`src/hw/rtl/pdp_pkg.sv`:
```
// Shared types, constants and element helpers for the packed dot-product unit.
package pdp_pkg;

    localparam int WORD_W     = 32;
    localparam int NUM_LANES  = 8;
    localparam int OP_W       = 17;
    localparam int PROD_W     = 2 * OP_W;
    localparam int PIPE_DEPTH = 5;
    localparam int LANE_IDX_W = 3;

    typedef enum logic [2:0] {
        ACT_DOT2_S16 = 3'd0,
        ACT_DOT2_U16 = 3'd1,
        ACT_DOT4_S8  = 3'd2,
        ACT_DOT4_U8  = 3'd3,
        ACT_DOT8_S4  = 3'd4,
        ACT_DOT8_U4  = 3'd5
    } pdp_action_t;

    typedef enum logic [1:0] {
        WID_NONE,
        WID_16,
        WID_8,
        WID_4
    } pdp_width_t;

    typedef struct packed {
        logic mul_en;
        logic sat_en;
    } pdp_lane_ctl_t;

    typedef struct packed {
        logic pair_en;
        logic quad_en;
        logic sum_en;
    } pdp_merge_ctl_t;

    function automatic pdp_width_t width_of(input logic [2:0] action);
        pdp_width_t wid;
        case (action)
            ACT_DOT2_S16, ACT_DOT2_U16: wid = WID_16;
            ACT_DOT4_S8,  ACT_DOT4_U8:  wid = WID_8;
            ACT_DOT8_S4,  ACT_DOT8_U4:  wid = WID_4;
            default:                    wid = WID_NONE;
        endcase
        return wid;
    endfunction

    function automatic logic is_signed_fmt(input logic [2:0] action);
        return (action == ACT_DOT2_S16) || (action == ACT_DOT4_S8) ||
               (action == ACT_DOT8_S4);
    endfunction

    // Pick element idx of the given format, extended to OP_W bits.
    // Elements past the end of the format read as zero.
    function automatic logic signed [OP_W-1:0] elem_of(
        input logic [WORD_W-1:0]     word,
        input logic [2:0]            action,
        input logic [LANE_IDX_W-1:0] idx
    );
        logic [WORD_W-1:0]     sh;
        logic                  ext;
        logic signed [OP_W-1:0] val;
        sh  = '0;
        ext = 1'b0;
        val = '0;
        case (width_of(action))
            WID_16:
            begin
                if (idx < 3'd2)
                begin
                    sh  = word >> {idx[0], 4'b0000};
                    ext = is_signed_fmt(action) & sh[15];
                    val = {ext, sh[15:0]};
                end
            end
            WID_8:
            begin
                if (idx < 3'd4)
                begin
                    sh  = word >> {idx[1:0], 3'b000};
                    ext = is_signed_fmt(action) & sh[7];
                    val = {{(OP_W-8){ext}}, sh[7:0]};
                end
            end
            WID_4:
            begin
                sh  = word >> {idx, 2'b00};
                ext = is_signed_fmt(action) & sh[3];
                val = {{(OP_W-4){ext}}, sh[3:0]};
            end
            default:
            begin
                val = '0;
            end
        endcase
        return val;
    endfunction

endpackage

```
`src/hw/rtl/pdp_lane.sv`:
```
// One multiply lane: element product, then optional saturation to the element range.
module pdp_lane (
    input  logic                               clk,
    input  pdp_pkg::pdp_lane_ctl_t             ctl,
    input  logic signed [pdp_pkg::OP_W-1:0]    elem_a,
    input  logic signed [pdp_pkg::OP_W-1:0]    elem_b,
    input  pdp_pkg::pdp_width_t                width,
    input  logic                               sgn,
    input  logic                               clamp,
    output logic [pdp_pkg::WORD_W-1:0]         product
);

    logic signed [pdp_pkg::PROD_W-1:0] prod_reg;
    pdp_pkg::pdp_width_t               wid_reg;
    logic                              sgn_reg;
    logic                              clamp_reg;
    logic [pdp_pkg::WORD_W-1:0]        out_reg;

    logic signed [pdp_pkg::PROD_W-1:0] hi;
    logic signed [pdp_pkg::PROD_W-1:0] lo;
    logic signed [pdp_pkg::PROD_W-1:0] sat;
    logic signed [pdp_pkg::PROD_W-1:0] one;
    logic [4:0]                        bits;

    always_ff @(posedge clk)
    begin
        if (ctl.mul_en)
        begin
            prod_reg  <= elem_a * elem_b;
            wid_reg   <= width;
            sgn_reg   <= sgn;
            clamp_reg <= clamp;
        end
    end

    always_comb
    begin
        one = pdp_pkg::PROD_W'(1);
        case (wid_reg)
            pdp_pkg::WID_16: bits = 5'd16;
            pdp_pkg::WID_8:  bits = 5'd8;
            default:         bits = 5'd4;
        endcase
        if (sgn_reg)
        begin
            hi = (one <<< (bits - 5'd1)) - one;
            lo = -(one <<< (bits - 5'd1));
        end
        else
        begin
            hi = (one <<< bits) - one;
            lo = '0;
        end
        sat = prod_reg;
        if (clamp_reg)
        begin
            if (prod_reg > hi)
            begin
                sat = hi;
            end
            else if (prod_reg < lo)
            begin
                sat = lo;
            end
        end
    end

    // Keep the low word: wrapping sum downstream.
    always_ff @(posedge clk)
    begin
        if (ctl.sat_en)
        begin
            out_reg <= sat[pdp_pkg::WORD_W-1:0];
        end
    end

    assign product = out_reg;

endmodule

```
`src/hw/rtl/pdp_merge.sv`:
```
// Registered adder tree that folds the lane products and the addend into one word.
module pdp_merge (
    input  logic                                                  clk,
    input  pdp_pkg::pdp_merge_ctl_t                               ctl,
    input  logic [pdp_pkg::NUM_LANES-1:0][pdp_pkg::WORD_W-1:0]    products,
    input  logic [pdp_pkg::WORD_W-1:0]                            addend,
    output logic [pdp_pkg::WORD_W-1:0]                            result
);

    localparam int NUM_PAIRS = pdp_pkg::NUM_LANES / 2;

    logic [NUM_PAIRS-1:0][pdp_pkg::WORD_W-1:0] pair_reg;
    logic [pdp_pkg::WORD_W-1:0]                add_reg;
    logic [pdp_pkg::WORD_W-1:0]                quad0_reg;
    logic [pdp_pkg::WORD_W-1:0]                quad1_reg;
    logic [pdp_pkg::WORD_W-1:0]                sum_reg;

    always_ff @(posedge clk)
    begin
        if (ctl.pair_en)
        begin
            for (int j = 0; j < NUM_PAIRS; j++)
            begin
                pair_reg[j] <= products[2*j] + products[2*j+1];
            end
            add_reg <= addend;
        end
    end

    // Fold the addend into the second quad.
    always_ff @(posedge clk)
    begin
        if (ctl.quad_en)
        begin
            quad0_reg <= pair_reg[0] + pair_reg[1];
            quad1_reg <= pair_reg[2] + pair_reg[3] + add_reg;
        end
    end

    always_ff @(posedge clk)
    begin
        if (ctl.sum_en)
        begin
            sum_reg <= quad0_reg + quad1_reg;
        end
    end

    assign result = sum_reg;

endmodule

```
`src/hw/rtl/packed_integer_dot_product_top.sv`:
```
// Packed integer dot product: eight multiply lanes feeding a registered adder tree.
// Stages in order from input transfer to result valid: multiply, saturate, pair add,
//   quad add with addend, final add into the output register.
// Throughput: one item per cycle; each pipeline stage advances independently, so
//   bubbles are squeezed out and a stalled result only blocks once the pipe is full.
// Reset: rst_n clears the stage valid bits only; datapath registers are not reset.
module packed_integer_dot_product_top (
    input  logic                        clk,
    input  logic                        rst_n,
    input  logic                        in_valid,
    output logic                        in_ready,
    input  logic [2:0]                  action,
    input  logic [pdp_pkg::WORD_W-1:0]  src_a,
    input  logic [pdp_pkg::WORD_W-1:0]  src_b,
    input  logic [pdp_pkg::WORD_W-1:0]  addend,
    input  logic                        clamp_enable,
    output logic                        out_valid,
    input  logic                        out_ready,
    output logic [pdp_pkg::WORD_W-1:0]  result
);

    localparam int LAST = pdp_pkg::PIPE_DEPTH - 1;

    // Stage occupancy and per-stage advance enables.
    logic [pdp_pkg::PIPE_DEPTH-1:0] v_reg;
    logic [pdp_pkg::PIPE_DEPTH-1:0] v_next;
    logic [pdp_pkg::PIPE_DEPTH-1:0] en;

    pdp_pkg::pdp_lane_ctl_t  lane_ctl;
    pdp_pkg::pdp_merge_ctl_t merge_ctl;

    // Addend travels alongside the lane stages until the tree picks it up.
    logic [pdp_pkg::WORD_W-1:0] add0_reg;
    logic [pdp_pkg::WORD_W-1:0] add1_reg;

    logic [pdp_pkg::NUM_LANES-1:0][pdp_pkg::WORD_W-1:0] lane_prod;

    pdp_pkg::pdp_width_t in_width;
    logic                in_sgn;

    // A stage may load when it is empty or its content moves on this cycle.
    always_comb
    begin
        en[LAST] = !v_reg[LAST] || out_ready;
        for (int k = LAST - 1; k >= 0; k--)
        begin
            en[k] = !v_reg[k] || en[k+1];
        end
    end

    always_comb
    begin
        v_next[0] = en[0] ? in_valid : v_reg[0];
        for (int k = 1; k < pdp_pkg::PIPE_DEPTH; k++)
        begin
            v_next[k] = en[k] ? v_reg[k-1] : v_reg[k];
        end
    end

    always_ff @(posedge clk or negedge rst_n)
    begin
        if (!rst_n)
        begin
            v_reg <= '0;
        end
        else
        begin
            v_reg <= v_next;
        end
    end

    assign in_ready  = en[0];
    assign out_valid = v_reg[LAST];

    assign lane_ctl.mul_en    = en[0];
    assign lane_ctl.sat_en    = en[1];
    assign merge_ctl.pair_en  = en[2];
    assign merge_ctl.quad_en  = en[3];
    assign merge_ctl.sum_en   = en[4];

    // Hold the addend in step with the multiply and saturate stages.
    always_ff @(posedge clk)
    begin
        if (en[0])
        begin
            add0_reg <= addend;
        end
        if (en[1])
        begin
            add1_reg <= add0_reg;
        end
    end

    // Format decode; unused action codes give zero elements, so the result is the addend.
    assign in_width = pdp_pkg::width_of(action);
    assign in_sgn   = pdp_pkg::is_signed_fmt(action);

    for (genvar i = 0; i < pdp_pkg::NUM_LANES; i++)
    begin : g_lane
        pdp_lane u_lane (
            .clk     (clk),
            .ctl     (lane_ctl),
            .elem_a  (pdp_pkg::elem_of(src_a, action, pdp_pkg::LANE_IDX_W'(i))),
            .elem_b  (pdp_pkg::elem_of(src_b, action, pdp_pkg::LANE_IDX_W'(i))),
            .width   (in_width),
            .sgn     (in_sgn),
            .clamp   (clamp_enable),
            .product (lane_prod[i])
        );
    end

    pdp_merge u_merge (
        .clk      (clk),
        .ctl      (merge_ctl),
        .products (lane_prod),
        .addend   (add1_reg),
        .result   (result)
    );

    // An empty output register never blocks the input side.
    a_idle_out_ready: assert property (@(posedge clk) disable iff (!rst_n)
        !out_valid |-> in_ready)
        else $error("input stalled while output register is empty");

    // A result transfer frees the whole chain for a new input.
    a_drain_ready: assert property (@(posedge clk) disable iff (!rst_n)
        (out_valid && out_ready) |-> in_ready)
        else $error("input stalled during a result transfer");

    // Items in flight grow by exactly one on an input-only transfer.
    a_count_in: assert property (@(posedge clk) disable iff (!rst_n)
        (in_valid && in_ready && !(out_valid && out_ready))
        |=> ($countones(v_reg) == $past($countones(v_reg)) + 1))
        else $error("accepted item lost or duplicated in the pipeline");

    // Items in flight drop by exactly one on an output-only transfer.
    a_count_out: assert property (@(posedge clk) disable iff (!rst_n)
        (!(in_valid && in_ready) && out_valid && out_ready)
        |=> ($countones(v_reg) + 1 == $past($countones(v_reg))))
        else $error("delivered item not retired from the pipeline");

endmodule
```
`config.mk`:
```
export PLATFORM = sky130hd
export DESIGN_NAME = packed_integer_dot_product_top
export DESIGN_NICKNAME = d
export VERILOG_FILES = /design/src/hw/rtl/pdp_pkg.sv /design/src/hw/rtl/pdp_lane.sv /design/src/hw/rtl/pdp_merge.sv /design/src/hw/rtl/packed_integer_dot_product_top.sv
export SDC_FILE = /design/constraint.sdc
export NUM_CORES = 2
export LEC_CHECK = 0
export BUFFER_PORTS_ARGS = -buffer_cell sky130_fd_sc_hd__buf_2
export CORE_ASPECT_RATIO = 1.75
export CORE_MARGIN = 2
export CORE_UTILIZATION = 67
export CTS_CLUSTER_SIZE = 16
export DETAILED_ROUTE_END_ITERATION = 7
export PLACE_DENSITY = 0.92
export SETUP_SLACK_MARGIN = 0.15
export SYNTH_ARGS = -nofsm -noshare
export SYNTH_HDL_FRONTEND = slang
export SYNTH_HIERARCHICAL = 1
export SYNTH_SLANG_ARGS = --single-unit
```
`constraint.sdc`:
```
create_clock -name clk -period 13.6 [get_ports clk]
set_input_delay 0.68 -clock clk [delete_from_list [all_inputs] [get_ports clk]]
set_output_delay 0.68 -clock clk [all_outputs]
set_load 0.02 [all_outputs]
```
-- Word level (Yosys, flattened, before mapping)
Index checks and enable logic that the tools add are counted.
- output and inout port bits: 34
- logic and storage cells: 158
- input port bits: 104
- register bits after elaboration: 857
- eq/ne operators: 10
- order comparisons: 16
- add/sub/neg operators: 12
- multipliers: 8
- bitwise operators: 16
- shifts and indexed selects: 2
- multiplexer cells: 44
- reduce and logical (&&, ||, !) cells: 16
- operators by type and width (operator ; number):
    32-bit two-way mux ; 24
    34-bit > comparator ; 8
    34-bit < comparator ; 8
    17-bit by 17-bit multiplier with 34-bit output ; 8
    32-bit adder ; 8
    17-bit one-hot mux with 3 select lines ; 4
    17-bit two-way mux ; 8
    17-bit one-hot mux with 2 select lines ; 4
    34-bit two-way mux ; 2
    2-bit by 5-bit <<< shifter with 34-bit output, first input constant ; 2
    34-bit by 2-bit subtractor with 34-bit output, second input constant ; 2
    34-bit negation ; 1
    1-bit bitwise AND ; 16
    5-bit one-hot mux with 2 select lines ; 1
    1-bit logical OR ; 7
    2-bit equality test, second input constant ; 3
    3-bit by 2-bit equality test with 1-bit output, second input constant ; 2
    3-bit equality test, second input constant ; 2
    2-bit one-hot mux with 3 select lines ; 1
    2-bit OR reduction ; 3
    1-bit logical NOT ; 5
    5-bit by 1-bit subtractor with 5-bit output, second input constant ; 1
    2-bit by 1-bit equality test with 1-bit output, second input constant ; 2
    3-bit by 1-bit equality test with 1-bit output, second input constant ; 1
    3-bit logical NOT ; 1

-- Logic depth before layout (Yosys ltp)
- word-level depth: 10
- mapped depth: 30
- gate-level depth less buffers: 27

-- Modules after synthesis
The synthesis kept the hierarchy.
- modules (own cells, without submodules) (module ; area each (um2) ; sequential area each (um2) ; cells an instance ; times used):
    pdp_lane at g_lane[0].u_lane ... ; 15036.9 ; 2102.0 ; 1538 ; 4
    pdp_merge ; 19520.0 ; 7687.4 ; 1849 ; 1
    pdp_lane at g_lane[1].u_lane ; 14810.5 ; 2102.0 ; 1534 ; 1
    pdp_lane at g_lane[6].u_lane ; 14691.6 ; 2102.0 ; 1484 ; 1
    pdp_lane at g_lane[5].u_lane ; 14667.8 ; 2102.0 ; 1486 ; 1
    pdp_lane at g_lane[7].u_lane ; 14575.2 ; 2102.0 ; 1463 ; 1
    packed_integer_dot_product_top ; 3961.3 ; 2047.0 ; 356 ; 1

-- Worst setup path before layout
Ideal clock, no wire load.
- path type: input port to flip-flop
- from: input port out_ready
- to: register add0_reg[0] (netlist name) (enable)
- setup time: 3.383 ns
- cell stages on the path: 3
- arrival time: 8.638 ns
- buffers on the path: 1
- path slack: 1.578 ns
- required time: 10.217 ns
- path through: and4b_1 > clkbuf_1 > nand3_1
- word-level cells in the longest chain between the ends: 5
- RTL lines (item ; RTL line ; RTL):
    start: declaration ; packed_integer_dot_product_top.sv:18 ; input logic out_ready,
    1-bit logical OR ; packed_integer_dot_product_top.sv:44 ; en[LAST] = !v_reg[LAST] || out_ready;
    1-bit logical OR (4 in a row) ; packed_integer_dot_product_top.sv:47 ; en[k] = !v_reg[k] || en[k+1];
    named net in_ready ; packed_integer_dot_product_top.sv:11 ; output logic in_ready,
    end signal: assignment ; packed_integer_dot_product_top.sv:86 ; add0_reg <= addend;
    end: declaration ; packed_integer_dot_product_top.sv:33 ; logic [pdp_pkg::WORD_W-1:0] add0_reg;
The timed path passes the listed nets, and every way through them passes these cells.
A chain may end at the register's enable or synchronous reset.

-- Worst setup path after layout
- from: input port action[1]
- to: register g_lane[5].u_lane/prod_reg[33] (netlist name), data pin
- word-level cells in the longest chain between the ends: 6
- elaborated cells on any way between the ends: 18
- those cells by class: 1 x mul; 6 x eq/ne; 3 x mux; 2 x bitwise; 6 x reduce/logical
- RTL lines (item ; RTL line ; RTL):
    start: declaration ; packed_integer_dot_product_top.sv:12 ; input logic [2:0] action,
    3-bit equality test, or another cell as far along ; pdp_pkg.sv:40, pdp_pkg.sv:51 ;
    2-bit OR reduction / 1-bit logical OR (equally long branches) ; pdp_pkg.sv:40, pdp_pkg.sv:50 ;
    2-bit one-hot mux with 3 select lines / 1-bit logical OR (equally long branches) ; pdp_pkg.sv:40, pdp_pkg.sv:50 ;
    2-bit equality test / 1-bit bitwise AND (equally long branches) ; - ;
    17-bit two-way mux ; pdp_pkg.sv:67 ; case (width_of(action))
    17-bit by 17-bit multiplier with 34-bit output * ; pdp_lane.sv:29 ; prod_reg <= elem_a * elem_b;
    end signal: assignment ; pdp_lane.sv:29 ;
    end: declaration ; pdp_lane.sv:13 ; logic signed [pdp_pkg::PROD_W-1:0] prod_reg;
Every way passes the cells marked *; elsewhere a longest branch is shown, timed or not.

==> results.yml <==
status:
  status: "finished, violations left"
  violations: "design-rule violations"
synth:
  synth_seq_area_share_pct: 18.6
  synth_warnings: 6
  synth_area_mm2: 0.142
  async_reset_ff_share_pct: 0.565
  synthesis.nets: 18100
  synth_edf_count: 880
  yosys.area_share.simple_pct: 14.0
  synth.area.mux_share_pct: 0.127
  synth-compound-area-share_pct: 10.4
  synth_top_family_by_area: "adder cells"
  synth_area_per_cell_um2: 9.94
  yosys_register_bits: 885
  synthFlopType: "edfxtp_1"
  synth_adder_area_share_pct: 45.2
  synth_xor_area_share_pct: 2.94
  synth_cell_types: 130
  postSynthCellCount: 14300
clock_tree:
  cts_max_level: 3
  numCtsBuffers: 84
  cts_tree: "built"
  post_cts_resized: 0
  cts_root_buffer: "clkbuf_16"
  ctsLongestPathBuffers: 3
  clock-sinks: 885
  clk_latency_ns: 0.74
  cts.clk_slew.worst_paths_ns: 0.06
setup_path:
  crit_type: "input port to register"
  crit_arrival_ns: 9.93
  cp-start-kind: "input port"
  cp.required_ns: 14.06
  cp-end-kind: "register"
  path_max_fanout: 90
final_layout:
  num-nets-final: 18000
  areaGrowthSynthToFinish_pct: 4.56
  drive_gt1_share_pct: 4.49
  fin_cells: 17100
  largest_register_ffs: 272
  finish.utilization_pct: 70.6
power_and_ir_drop:
  internal_power_uw: 8940
  peakVddDrop_v: 0.000179
  p_seq_share_pct: 30.6
  pwr-share-clk_pct: 15.0
  p_comb_share_pct: 54.5
  p_total_uw: 16600
  p_per_area_mw_per_mm2: 112
  switching_share_pct: 46.2
  p_switching_uw: 7680
  p_leak_uw: 0.0750
sta:
  finalCritPeriodShare_pct: 69.6
  skew_ns: 0.0471
  finalHoldViolCount: 0
  tightest_slew_ns: 1.40
  grt_setup_unrepaired: "false"
  finalSetupViolations: 0
  min_period_ns: 9.47
  max_slew_margin_pct: 6.48
  timing.final.ws_setup_ns: 4.13
  fin_setup_tns_ns: 0
  final_max_slew_viol_count: 0
  fmax_mhz: 106
detailed_routing:
  drc: 14
  drt_iter0_markers: 9562
  vias: 107000
  viasPerCell: 6.24
  wl_per_cell_um: 22.3
  firstDrtPassIters: 8
  ant_nets: 0
  postRouteWirelength_um: 382000
die:
  die_x_um: 352
  fp-row-count: 223
  die_y_um: 614
  start_util_pct: 67.5
  die_area_mm2: 0.216
  ios: 138
  core_mm2: 0.211
hold_path:
  hold_class: "input port to register"
global_routing:
  grtUsageTotal_pct: 36.0
  grt_first_pass_wirelength_um: 603000
  antenna_found_initial: 46
  grt_pass1_vias: 116000
  grt-ovfl-total: 0
  grt_max_degree: 222
placement:
  portBuffers: 137
  post-dp-hpwl_um: 304000
  gp_congestion: 1.04
  dpl.cell_count: 16900
  pre_cts_ws_ns: 3.66
job:
  maxCapViolCount: 0
## per-stage QoR
| stage | instance area, µm² | hold WS (ns) |
|---|---|---|
| 2_1_floorplan | 142000 | 0.384 |
| 3_3_place_gp | 146000 | 0.401 |
| 3_5_place_dp | 146000 | 0.405 |
| 4_1_cts | 149000 | 0.142 |
| 5_1_grt | 149000 | 0.148 |
| 6_report | 149000 | 0.155 |
## logic make-up after synthesis
group,count (synthesis)
adder cells (fa/ha/maj),3700
flip-flops,885
buffers and inverters,3251
AO/OA/AOI/OAI,2085
multiplexers,18
AND/OR/NAND/NOR,3908
XOR/XNOR,477
## cell usage after synthesis, types with 62 or more instances
library cell | instances | share of area, %
inv_1 | 2787 | 7.3
o21ai_0 | 241 | 0.85
nand4_1 | 95 | 0.42
nor2_1 | 438 | 1.2
nor3_1 | 156 | 0.55
a211oi_1 | 64 | 0.34
a21oi_1 | 539 | 1.9
fa_1 | 2406 | 34
clkbuf_1 | 385 | 1.0
o2bb2ai_1 | 62 | 0.38
nand3_1 | 149 | 0.52
xnor2_1 | 356 | 2.2
a21o_1 | 320 | 1.7
nand2_1 | 1411 | 3.7
ha_1 | 1294 | 11
edfxtp_1 | 880 | 19
o21a_1 | 82 | 0.43
and2_1 | 1195 | 5.3
xor2_1 | 120 | 0.74
nor2b_1 | 90 | 0.40
nand2b_1 | 85 | 0.37
## power by group through the flow
stage	clock (µW)	sequential, µW	combinational (µW)
2_1_floorplan	0	4810	6050
3_3_place_gp	0	5070	8320
3_5_place_dp	0	5100	8610
4_1_cts	2490	5050	8690
5_1_grt	2580	5120	9700
6_report	2490	5090	9050
## worst max-delay path, stage by stage
cell and delay (ns):
buf_2 0.15, a21o_1 0.19, buf_4 0.28, inv_1 0.45, buf_4 0.41, and3_4 0.76, buf_4 0.61, buf_4 0.48
and2_1 0.21, fa_1 0.43, inv_1 0.08, fa_1 0.43, fa_1 0.51, inv_1 0.06, fa_1 0.45, fa_1 0.52
inv_1 0.05, fa_1 0.49, inv_1 0.05, ha_1 0.34, a21oi_1 0.29, nand2_1 0.09, a311oi_1 0.59, nor3_1 0.22
o311ai_1 0.50, o21ai_1 0.13, a21oi_1 0.24, xnor2_1 0.10
## repair_timing
| action | CTS | global route |
|---|---|---|
| endpoints found under the hold margin | 5 | 0 |
| setup buffers | 0 | 0 |
| hold buffers | 1 | 0 |
## area by class of cell
class,count,area (µm²)
Inverter,2788,10500
Clock buffer,95,2160
Sequential cell,885,26600
Fill cell,14100,62100
Clock inverter,56,659
Multi-Input combinational cell,10200,104000
Antenna cell,24,60.1
Tap cell,2812,3520
Timing Repair Buffer,268,1710
## metal layers
layer,GRT usage (%),vias to the layer above,wire length [µm]
met2,63.1,5742,191000
met1,36.1,52600,117000
met3,8.39,2418,34100
met5,0,-,219
li1,-,46000,-
met4,30.0,26,39400
## cells in the final DEF, fill, tap and decap left out, types with 241 or more instances in the layout
cell type and instances:
inv_1 2786, and2_1 1195, edfxtp_1 880, nor2_1 438, a21o_1 320, a21oi_1 539, nand2_1 1410, xnor2_1 356
ha_1 1291, fa_1 2406, o21ai_0 241
## final timing paths
kind                            cells past startpoint  slack, ns                         from                       endpoint
worst max-delay path                               28       4.13                    action[1]  g_lane[5].u_lane/prod_reg[33]
worst min-delay path                                2       0.16                     in_valid                       v_reg[0]
worst max register to register                     13       8.13  g_lane[2].u_lane/wid_reg[0]   g_lane[2].u_lane/product[28]
worst min register to register                      0       0.41                  add1_reg[1]             u_merge/add_reg[1]
max in group asynchronous                           2      13.15                        rst_n                       v_reg[0]
min in group asynchronous                           2       0.31                        rst_n                       v_reg[1]
Power figures use the tool's default switching activity.
